===== config.mk =====
export PLATFORM = sky130hd
export DESIGN_NAME = sbus_frame_receiver_unit
export DESIGN_NICKNAME = d
export VERILOG_FILES = /design/src/sv/sfr_pkg.sv /design/src/sv/sbus_frame_receiver_unit.sv /design/src/sv/sfr_queue.sv /design/src/sv/sfr_front.sv /design/src/sv/sfr_back.sv
export VERILOG_INCLUDE_DIRS = /design/src /design/src/sv
export SDC_FILE = /design/constraint.sdc
export NUM_CORES = 1
export LEC_CHECK = 0
export BUFFER_PORTS_ARGS = -buffer_cell sky130_fd_sc_hd__clkbuf_2
export CORE_ASPECT_RATIO = 0.9
export CORE_MARGIN = 8
export CORE_UTILIZATION = 34
export CTS_CLUSTER_DIAMETER = 40
export DETAILED_ROUTE_END_ITERATION = 8
export HOLD_SLACK_MARGIN = 0.03
export PLACE_DENSITY = 0.61
export SLEW_MARGIN = 30
export SYNTH_ARGS = -nofsm -noshare
export SYNTH_HDL_FRONTEND = slang
export SYNTH_HIERARCHICAL = 1
export SYNTH_SLANG_ARGS = --single-unit

===== constraint.sdc =====
create_clock -name clk -period 17.98 [get_ports clk]
set_clock_uncertainty 0.1 [all_clocks]
set_input_delay 1.798 -clock clk [delete_from_list [all_inputs] [get_ports clk]]
set_output_delay 1.798 -clock clk [all_outputs]
set_load 0.05 [all_outputs]

===== src/sv/assert_macros.svh =====
// Assertion helpers. Every user has clk and arst_n in scope.
`ifndef ASSERT_MACROS_SVH
`define ASSERT_MACROS_SVH

// Same-cycle implication.
`define SFR_ASSERT_NOW(label, ante, cons) \
	label: assert property (@(posedge clk) disable iff (!arst_n) (ante) |-> (cons)) \
		else $error("sfr assertion failed");

// Next-cycle implication.
`define SFR_ASSERT_NEXT(label, ante, cons) \
	label: assert property (@(posedge clk) disable iff (!arst_n) (ante) |=> (cons)) \
		else $error("sfr assertion failed");

`endif


===== src/sv/sfr_pkg.sv =====
package sfr_pkg;

	localparam int CHANNEL_COUNT = 18;
	localparam int FRAME_BYTES   = 25;
	localparam int ANALOG_CH     = 16;
	localparam int RAW_W         = 11;
	localparam int CHAN_BITS     = ANALOG_CH * RAW_W;
	localparam int HOLD_BYTES    = FRAME_BYTES - 1;
	localparam int FQ_DEPTH      = 2;

	localparam logic [7:0]  START_BYTE   = 8'h0F;
	localparam logic [7:0]  END_BYTE     = 8'h00;
	localparam logic [7:0]  GAP_RESET    = 8'd3;
	localparam logic [10:0] DIGITAL_ON   = 11'h7FF;
	localparam logic [11:0] VALUE_OFFSET = 12'd880;

	localparam logic [1:0] KIND_CHAN    = 2'd0;
	localparam logic [1:0] KIND_END_ERR = 2'd1;
	localparam logic [1:0] KIND_LOST    = 2'd2;

	localparam logic REG_GAP_TIMEOUT = 1'b0;
	localparam logic REG_RX_ENABLE   = 1'b1;

	typedef struct packed {
		logic [7:0]  rx_byte;
		logic [31:0] now_ms;
	} in_item_t;

	typedef struct packed {
		logic [1:0]  kind;
		logic [4:0]  channel_index;
		logic [11:0] value;
		logic        failsafe;
		logic        last;
		logic [31:0] frame_time_ms;
		logic [31:0] good_frames;
		logic [31:0] lost_frames;
		logic [31:0] error_frames;
	} result_t;

	// One classified frame, handed from the assembler to the expander.
	typedef struct packed {
		logic [1:0]           kind;
		logic                 failsafe;
		logic [31:0]          frame_time;
		logic [31:0]          good;
		logic [31:0]          lost;
		logic [31:0]          err;
		logic [CHAN_BITS-1:0] chan_bits;
		logic [1:0]           digital;
	} frame_entry_t;

endpackage


===== src/sv/sbus_frame_receiver_unit.sv =====
// Channel  | Handshake          | Payload
// ---------+--------------------+----------------------------------------
// input    | push / full        | in_item  (rx_byte, now_ms)
// results  | pop / empty        | result   (kind .. error_frames)
// config   | wr_en (no wait)    | wr_index, wr_data
//
// Input takes one byte per cycle; full rises only when the frame queue
// holds FRAME_QUEUE_DEPTH classified frames.
// A good frame gives 18 results, one per cycle, from the expander's shift
// register; a bad-end or lost frame gives one. The output register sets the
// result rate when pop stalls. Reset: counters, frame time and position
// clear, failsafe sets, gap timeout 3 ms, receive enabled.
module sbus_frame_receiver_unit
	import sfr_pkg::*;
#(
	parameter int FRAME_QUEUE_DEPTH = FQ_DEPTH
) (
	input  logic       clk,
	input  logic       arst_n,
	// input transactions
	input  logic       push,
	output logic       full,
	input  in_item_t   in_item,
	// result transactions
	output logic       empty,
	input  logic       pop,
	output result_t    result,
	// configuration writes
	input  logic       wr_en,
	input  logic       wr_index,
	input  logic [7:0] wr_data
);

	logic         take;
	logic         q_push, q_full, q_pop, q_empty;
	frame_entry_t q_entry, q_head;

	// Byte accepted whenever the frame queue has room; bytes that do not
	// complete a frame never touch the queue.
	assign full = q_full;
	assign take = push && !q_full;

	// Front: gap check, start hunt, frame assembly and classification.
	sfr_front u_front (
		.clk      (clk),
		.arst_n   (arst_n),
		.take     (take),
		.in_item  (in_item),
		.wr_en    (wr_en),
		.wr_index (wr_index),
		.wr_data  (wr_data),
		.q_push   (q_push),
		.q_entry  (q_entry)
	);

	// Decoupling queue of classified frames with counter snapshots.
	sfr_queue #(
		.DEPTH (FRAME_QUEUE_DEPTH)
	) u_queue (
		.clk       (clk),
		.arst_n    (arst_n),
		.push      (q_push),
		.push_data (q_entry),
		.full      (q_full),
		.pop       (q_pop),
		.head      (q_head),
		.empty     (q_empty)
	);

	// Back: expands a frame into channel results, or one status result, behind an output register.
	sfr_back u_back (
		.clk     (clk),
		.arst_n  (arst_n),
		.q_head  (q_head),
		.q_empty (q_empty),
		.q_pop   (q_pop),
		.result  (result),
		.empty   (empty),
		.pop     (pop)
	);

endmodule


===== src/sv/sfr_queue.sv =====
`include "assert_macros.svh"

module sfr_queue
	import sfr_pkg::*;
#(
	parameter int DEPTH = FQ_DEPTH
) (
	input  logic         clk,
	input  logic         arst_n,
	input  logic         push,
	input  frame_entry_t push_data,
	output logic         full,
	input  logic         pop,
	output frame_entry_t head,
	output logic         empty
);

	localparam int PTR_W = (DEPTH > 1) ? $clog2(DEPTH) : 1;
	localparam int CNT_W = $clog2(DEPTH + 1);
	localparam logic [PTR_W-1:0] PTR_LAST = PTR_W'(DEPTH - 1);

	frame_entry_t     mem_q [DEPTH];
	logic [PTR_W-1:0] wr_ptr_q, rd_ptr_q;
	logic [CNT_W-1:0] cnt_q;
	logic             do_push, do_pop;

	assign full    = (cnt_q == CNT_W'(DEPTH));
	assign empty   = (cnt_q == '0);
	assign head    = mem_q[rd_ptr_q];
	assign do_push = push && !full;
	assign do_pop  = pop && !empty;

	always_ff @(posedge clk) begin
		if (do_push) begin
			mem_q[wr_ptr_q] <= push_data;
		end
	end

	always_ff @(posedge clk or negedge arst_n) begin
		if (!arst_n) begin
			wr_ptr_q <= '0;
			rd_ptr_q <= '0;
			cnt_q    <= '0;
		end else begin
			if (do_push) begin
				wr_ptr_q <= (wr_ptr_q == PTR_LAST) ? '0 : wr_ptr_q + 1'b1;
			end
			if (do_pop) begin
				rd_ptr_q <= (rd_ptr_q == PTR_LAST) ? '0 : rd_ptr_q + 1'b1;
			end
			if (do_push && !do_pop) begin
				cnt_q <= cnt_q + 1'b1;
			end else if (do_pop && !do_push) begin
				cnt_q <= cnt_q - 1'b1;
			end
		end
	end

	`SFR_ASSERT_NOW(a_no_push_when_full, push, !full)
	`SFR_ASSERT_NOW(a_count_bound, 1'b1, cnt_q <= CNT_W'(DEPTH))

endmodule


===== src/sv/sfr_front.sv =====
`include "assert_macros.svh"

module sfr_front
	import sfr_pkg::*;
(
	input  logic         clk,
	input  logic         arst_n,
	input  logic         take,
	input  in_item_t     in_item,
	input  logic         wr_en,
	input  logic         wr_index,
	input  logic [7:0]   wr_data,
	output logic         q_push,
	output frame_entry_t q_entry
);

	localparam logic [4:0] END_POS = 5'(FRAME_BYTES - 1);

	logic [7:0]              timeout_q;
	logic                    en_q;
	logic [4:0]              pos_q;
	logic [31:0]             prev_q, time_q, good_q, lost_q, err_q;
	logic                    fs_q;
	logic [HOLD_BYTES*8-1:0] fr_q;

	logic [31:0] gap;
	logic [4:0]  pos_eff;
	logic        restart, hunting, at_end, work, done;
	logic [7:0]  flags;
	logic        end_ok, is_lost;
	logic [31:0] time_nx, good_nx, lost_nx, err_nx;
	logic        fs_nx;

	always_comb begin
		gap     = in_item.now_ms - prev_q;
		restart = (gap >= {24'd0, timeout_q});
		pos_eff = restart ? 5'd0 : pos_q;
		hunting = (pos_eff == 5'd0) && (in_item.rx_byte != START_BYTE);
		at_end  = (pos_eff == END_POS);
		work    = take && en_q;
		done    = work && !hunting && at_end;

		flags   = fr_q[HOLD_BYTES*8-1 -: 8];
		end_ok  = (in_item.rx_byte == END_BYTE);
		is_lost = flags[2];

		time_nx = end_ok ? in_item.now_ms : time_q;
		fs_nx   = end_ok ? flags[3] : fs_q;
		err_nx  = end_ok ? err_q : err_q + 32'd1;
		lost_nx = (end_ok && is_lost) ? lost_q + 32'd1 : lost_q;
		good_nx = (end_ok && !is_lost) ? good_q + 32'd1 : good_q;

		q_push             = done;
		q_entry.kind       = !end_ok ? KIND_END_ERR : (is_lost ? KIND_LOST : KIND_CHAN);
		q_entry.failsafe   = fs_nx;
		q_entry.frame_time = time_nx;
		q_entry.good       = good_nx;
		q_entry.lost       = lost_nx;
		q_entry.err        = err_nx;
		// bytes 1..22, little-endian, channel 0 in the low bits
		q_entry.chan_bits  = fr_q[8 +: CHAN_BITS];
		q_entry.digital    = flags[1:0];
	end

	// Frame bytes 0..23 shift in from the top; no reset needed.
	always_ff @(posedge clk) begin
		if (work && !hunting) begin
			fr_q <= {in_item.rx_byte, fr_q[HOLD_BYTES*8-1:8]};
		end
	end

	always_ff @(posedge clk or negedge arst_n) begin
		if (!arst_n) begin
			timeout_q <= GAP_RESET;
			en_q      <= 1'b1;
			pos_q     <= '0;
			prev_q    <= '0;
			time_q    <= '0;
			fs_q      <= 1'b1;
			good_q    <= '0;
			lost_q    <= '0;
			err_q     <= '0;
		end else begin
			if (wr_en) begin
				unique case (wr_index)
					REG_GAP_TIMEOUT: begin
						timeout_q <= wr_data;
					end
					REG_RX_ENABLE: begin
						en_q <= wr_data[0];
					end
					default: begin
					end
				endcase
			end
			if (work) begin
				prev_q <= in_item.now_ms;
				if (hunting || at_end) begin
					pos_q <= '0;
				end else begin
					pos_q <= pos_eff + 5'd1;
				end
				if (done) begin
					time_q <= time_nx;
					fs_q   <= fs_nx;
					good_q <= good_nx;
					lost_q <= lost_nx;
					err_q  <= err_nx;
				end
			end
		end
	end

	`SFR_ASSERT_NOW(a_pos_in_frame, 1'b1, pos_q < 5'(FRAME_BYTES))
	`SFR_ASSERT_NEXT(a_done_restarts, done, pos_q == 5'd0)

endmodule


===== src/sv/sfr_back.sv =====
`include "assert_macros.svh"

module sfr_back
	import sfr_pkg::*;
(
	input  logic         clk,
	input  logic         arst_n,
	input  frame_entry_t q_head,
	input  logic         q_empty,
	output logic         q_pop,
	output result_t      result,
	output logic         empty,
	input  logic         pop
);

	localparam logic [4:0] CH_LAST  = 5'(CHANNEL_COUNT - 1);
	localparam logic [4:0] CH_DIG_A = 5'(ANALOG_CH);

	logic                 active_q;
	frame_entry_t         cur_q;
	logic [CHAN_BITS-1:0] bits_q;
	logic [4:0]           ch_q;
	logic                 out_valid_q;
	result_t              out_q;

	logic        step, is_last, load;
	logic [10:0] raw;
	logic [13:0] prod;
	logic [11:0] scaled;
	result_t     res_nx;

	always_comb begin
		step    = active_q && (!out_valid_q || pop);
		is_last = (cur_q.kind != KIND_CHAN) || (ch_q == CH_LAST);
		load    = (!active_q || (step && is_last)) && !q_empty;
		q_pop   = load;

		if (ch_q < CH_DIG_A) begin
			raw = bits_q[RAW_W-1:0];
		end else if (ch_q == CH_DIG_A) begin
			raw = cur_q.digital[0] ? DIGITAL_ON : 11'd0;
		end else begin
			raw = cur_q.digital[1] ? DIGITAL_ON : 11'd0;
		end
		prod   = {3'd0, raw} + {1'b0, raw, 2'd0};
		scaled = {1'b0, prod[13:3]} + VALUE_OFFSET;

		res_nx.kind          = cur_q.kind;
		res_nx.channel_index = (cur_q.kind == KIND_CHAN) ? ch_q : 5'd0;
		res_nx.value         = (cur_q.kind == KIND_CHAN) ? scaled : 12'd0;
		res_nx.failsafe      = cur_q.failsafe;
		res_nx.last          = is_last;
		res_nx.frame_time_ms = cur_q.frame_time;
		res_nx.good_frames   = cur_q.good;
		res_nx.lost_frames   = cur_q.lost;
		res_nx.error_frames  = cur_q.err;
	end

	assign result = out_q;
	assign empty  = !out_valid_q;

	always_ff @(posedge clk) begin
		if (load) begin
			cur_q  <= q_head;
			bits_q <= q_head.chan_bits;
		end else if (step) begin
			bits_q <= bits_q >> RAW_W;
		end
		if (step) begin
			out_q <= res_nx;
		end
	end

	always_ff @(posedge clk or negedge arst_n) begin
		if (!arst_n) begin
			active_q    <= 1'b0;
			ch_q        <= '0;
			out_valid_q <= 1'b0;
		end else begin
			if (load) begin
				active_q <= 1'b1;
				ch_q     <= '0;
			end else if (step && is_last) begin
				active_q <= 1'b0;
			end else if (step) begin
				ch_q <= ch_q + 5'd1;
			end
			if (step) begin
				out_valid_q <= 1'b1;
			end else if (pop) begin
				out_valid_q <= 1'b0;
			end
		end
	end

	`SFR_ASSERT_NOW(a_status_single, active_q && cur_q.kind != KIND_CHAN, ch_q == 5'd0)
	`SFR_ASSERT_NOW(a_ch_bound, active_q, ch_q <= CH_LAST)

endmodule


==> impl_metrics.ini <==
[outcome]
status = finished, final reports clean

[sta]
setup_viol = 0
grt_setup_unrepaired = no
min_period_over_period_pct = 47.9
fin_crit_ps = 8600
hold_viol = 0
report.final.slew_viol_count = 0
slew_headroom_pct = 35.9
tightest_slew_ps = 961
fmax_ghz = 0.116
setup-tns-final_ps = 0

[routing]
post_drt_wl_per_cell_um = 18.9
num_vias = 27817
dr.pass1.iters = 5
wirelength_um = 114000
viasPerCell = 4.60
drtIter0Drc = 1817
ant_nets = 0
drcViolationCount = 0

[die]
core_mm2 = 0.171
die-area_mm2 = 0.185
num_rows = 144
die_w_um = 452
die_h_um = 408
io_pins = 205
start_util_pct = 34.1

[logic_synthesis]
yosys_most_used_dff = edfxtp_1
synth-compound-area-share_pct = 2.78
synth_top_family_by_area = multiplexers
synth_xor_area_share_pct = 3.25
synth_edf_count = 1260
synth_fa_ha_area_share_pct = 1.29
synth_seq_area_share_pct = 73.0
yosys.area_share.simple_pct = 5.49
synthMuxAreaShare_pct = 10.1
synth_cells = 3516
avgSynthCellArea_um2 = 16.6
synth.distinct_cells = 86
yosys_warnings = 6
synth-seq-cells = 1446
synthesis.area_mm2 = 0.0582
synthesis.nets = 3629
ys_async_sr_fraction_pct = 12.9

[finish]
instances_no_fill = 6041
drive_gt1_share_pct = 27.2
final_nets = 3740
syn2layout_area_growth_pct = 13.7

[worst_hold_path]
holdPathStages = 0
hp-class = reg2reg

[global_routing]
grt_first_pass_wirelength_um = 175000
antenna_found_initial = 19
overflow = 0
grt_usage_pct = 12.1
grt_max_degree = 137
grt_pass1_vias = 28682

[power_and_ir_drop]
power_leakage_nw = 23.0
ir_worst_vdd_uv = 90.9
power.density_mw_per_mm2 = 115

[placed_design]
place_inst = 5719
io_buffers = 204
dp_hpwl_um = 71300
place_congestion = 0.825

[cts]
cts_root_buf = clkbuf_16
clock_path_buffers = 3
post-cts-setup-buffers = 0
postCtsResizedCells = 0
clkTransAtPathRegs_ps = 60
cts_buffers = 168
cts_num_sinks = 1446
cts_tree = yes
postCtsHoldBufs = 0
worst_skew_pair.late_latency_ps = 770
h-tree-depth = 4

[setup_path]
worst_setup_path_end_kind = flip-flop
cp_max_fo = 136
criticalPathCategory = in2reg
worstPathArrival_ps = 8890
required_ps = 18260
regToRegSetupSlack_ps = 10170
worstSetupStartpointType = input port
reg2reg_depth = 25

[run]
max_cap_violations = 0
## layout make-up
type / count / area [um^2]
fill: 15454 / 104000
sequential: 1446 / 42500
multi-input combinational: 1697 / 13400
clock buffer: 206 / 4460
tap: 2263 / 2830
timing repair buffer: 231 / 1380
clock inverter: 105 / 1310
inverter: 83 / 329
antenna: 10 / 25.0
## cells by family after synthesis
group           Yosys count
flops                  1446
simple gates            655
mux                     520
buf+inv                 373
compound gates          248
xor+xnor                215
fa+ha+maj                59
## routing by layer
metal	up-vias	track usage (%)	part of all wire (%)
met5	-	0	0.036
met4	6	3.90	2.4
met3	181	2.52	3.8
met2	467	21.0	51
met1	14026	15.1	42
li1	13137	-	-
## power by group
part | internal, mW | switching (mW) | total [mW]
Sequential | 3.68 | 0.0207 | 3.70
Combinational | 0.157 | 0.334 | 0.491
Clock | 2.08 | 1.36 | 3.44
## synth_stat cells, drive strengths merged, types with 5 or more instances
cell type | number | area, um^2
o2111ai | 5 | 43.8
nor3 | 39 | 305
ha | 57 | 713
edfxtp | 1260 | 37800
or4 | 5 | 37.5
or2 | 7 | 43.8
a211oi | 8 | 70.1
clkbuf | 43 | 171
inv | 83 | 312
o21ai | 88 | 448
a211o | 5 | 43.8
xnor2 | 84 | 743
mux2 | 514 | 5790
dfrtp | 182 | 4550
o31ai | 6 | 45.0
a31oi | 8 | 56.3
nand2 | 256 | 961
mux2i | 6 | 60.1
and3 | 16 | 100
nor2b | 9 | 63.8
buf | 247 | 1910
o21a | 19 | 150
nand2b | 17 | 114
o211ai | 11 | 87.6
nand3 | 44 | 220
o22ai | 5 | 31.3
and4 | 6 | 52.6
a21o | 11 | 82.6
and2 | 30 | 191
a21oi | 52 | 264
nand4 | 37 | 231
or3 | 10 | 62.6
xor2 | 131 | 1150
nor2 | 149 | 559
nor4 | 20 | 150
## cell usage in the layout, fill, tap and decap left out, drive strengths merged, types with 30 or more instances in the layout
cell       n
edfxtp  1260
mux2     514
clkbuf   409
nand2    256
dfrtp    182
nor2     149
xor2     131
inv      101
o21ai     88
xnor2     84
ha        57
clkinv    53
a21oi     52
nand3     44
nor3      39
nand4     37
and2      30
## critical path: stages
cell and delay, ps:
clkbuf_2 70, inv_1 50, ha_1 220, fa_1 400, nand2b_1 190, a21o_1 230, nand2_1 90, xor2_1 170
ha_1 270, o211ai_1 250, o21ai_0 150, nor4_1 190, nand3_1 100, nor4_1 320, nand4_1 180, nor4b_2 730
and2_1 260, inv_1 60, ha_1 220, o21ai_0 190, nor2_1 100, nor2_1 230, nand3_1 130, inv_1 110
and3_4 710, buf_6 630, buf_12 670
## path summary, 6_finish.rpt
kind | end | start
max reg2reg | u_queue/mem_q[1][5] | u_front/prev_q[0]
min | u_back/result[117] | u_back/cur_q[295]
max | u_queue/mem_q[1][5] | in_item[0]
min reg2reg | u_back/result[117] | u_back/cur_q[295]
min in group asynchronous | u_front/lost_q[25] | arst_n
max in group asynchronous | u_front/good_q[2] | arst_n
## per-stage QoR
| stage | total power, mW | instance area [um^2] | utilization (%) | hold WS [ps] | setup WS (ps) |
|---|---|---|---|---|---|
| 2_1_floorplan | 4.13 | 58200 | - | 300 | 3590 |
| 3_3_place_gp | 4.26 | 60300 | 35.3 | 303 | 8430 |
| 3_5_place_dp | 4.27 | 60400 | 35.4 | 305 | 8590 |
| 4_1_cts | 7.73 | 66100 | 38.8 | 307 | 9410 |
| 5_1_grt | 7.92 | 66200 | 38.8 | 314 | 8770 |
| 6_report | 7.64 | 66200 | 38.8 | 312 | 9380 |
## sequential cells by signal, summed over array words and instances (netlist names), 2 cells and up
name               flops
u_back/bits_q        176
u_back/ch_q            5
u_back/cur_q         133
u_back/result        149
u_front/err_q         32
u_front/fr_q         184
u_front/good_q        32
u_front/lost_q        32
u_front/pos_q          5
u_front/prev_q        32
u_front/time_q        32
u_front/timeout_q      8
u_queue/cnt_q          2
u_queue/mem_q        618
No activity file was read; power rests on OpenSTA's default activity.
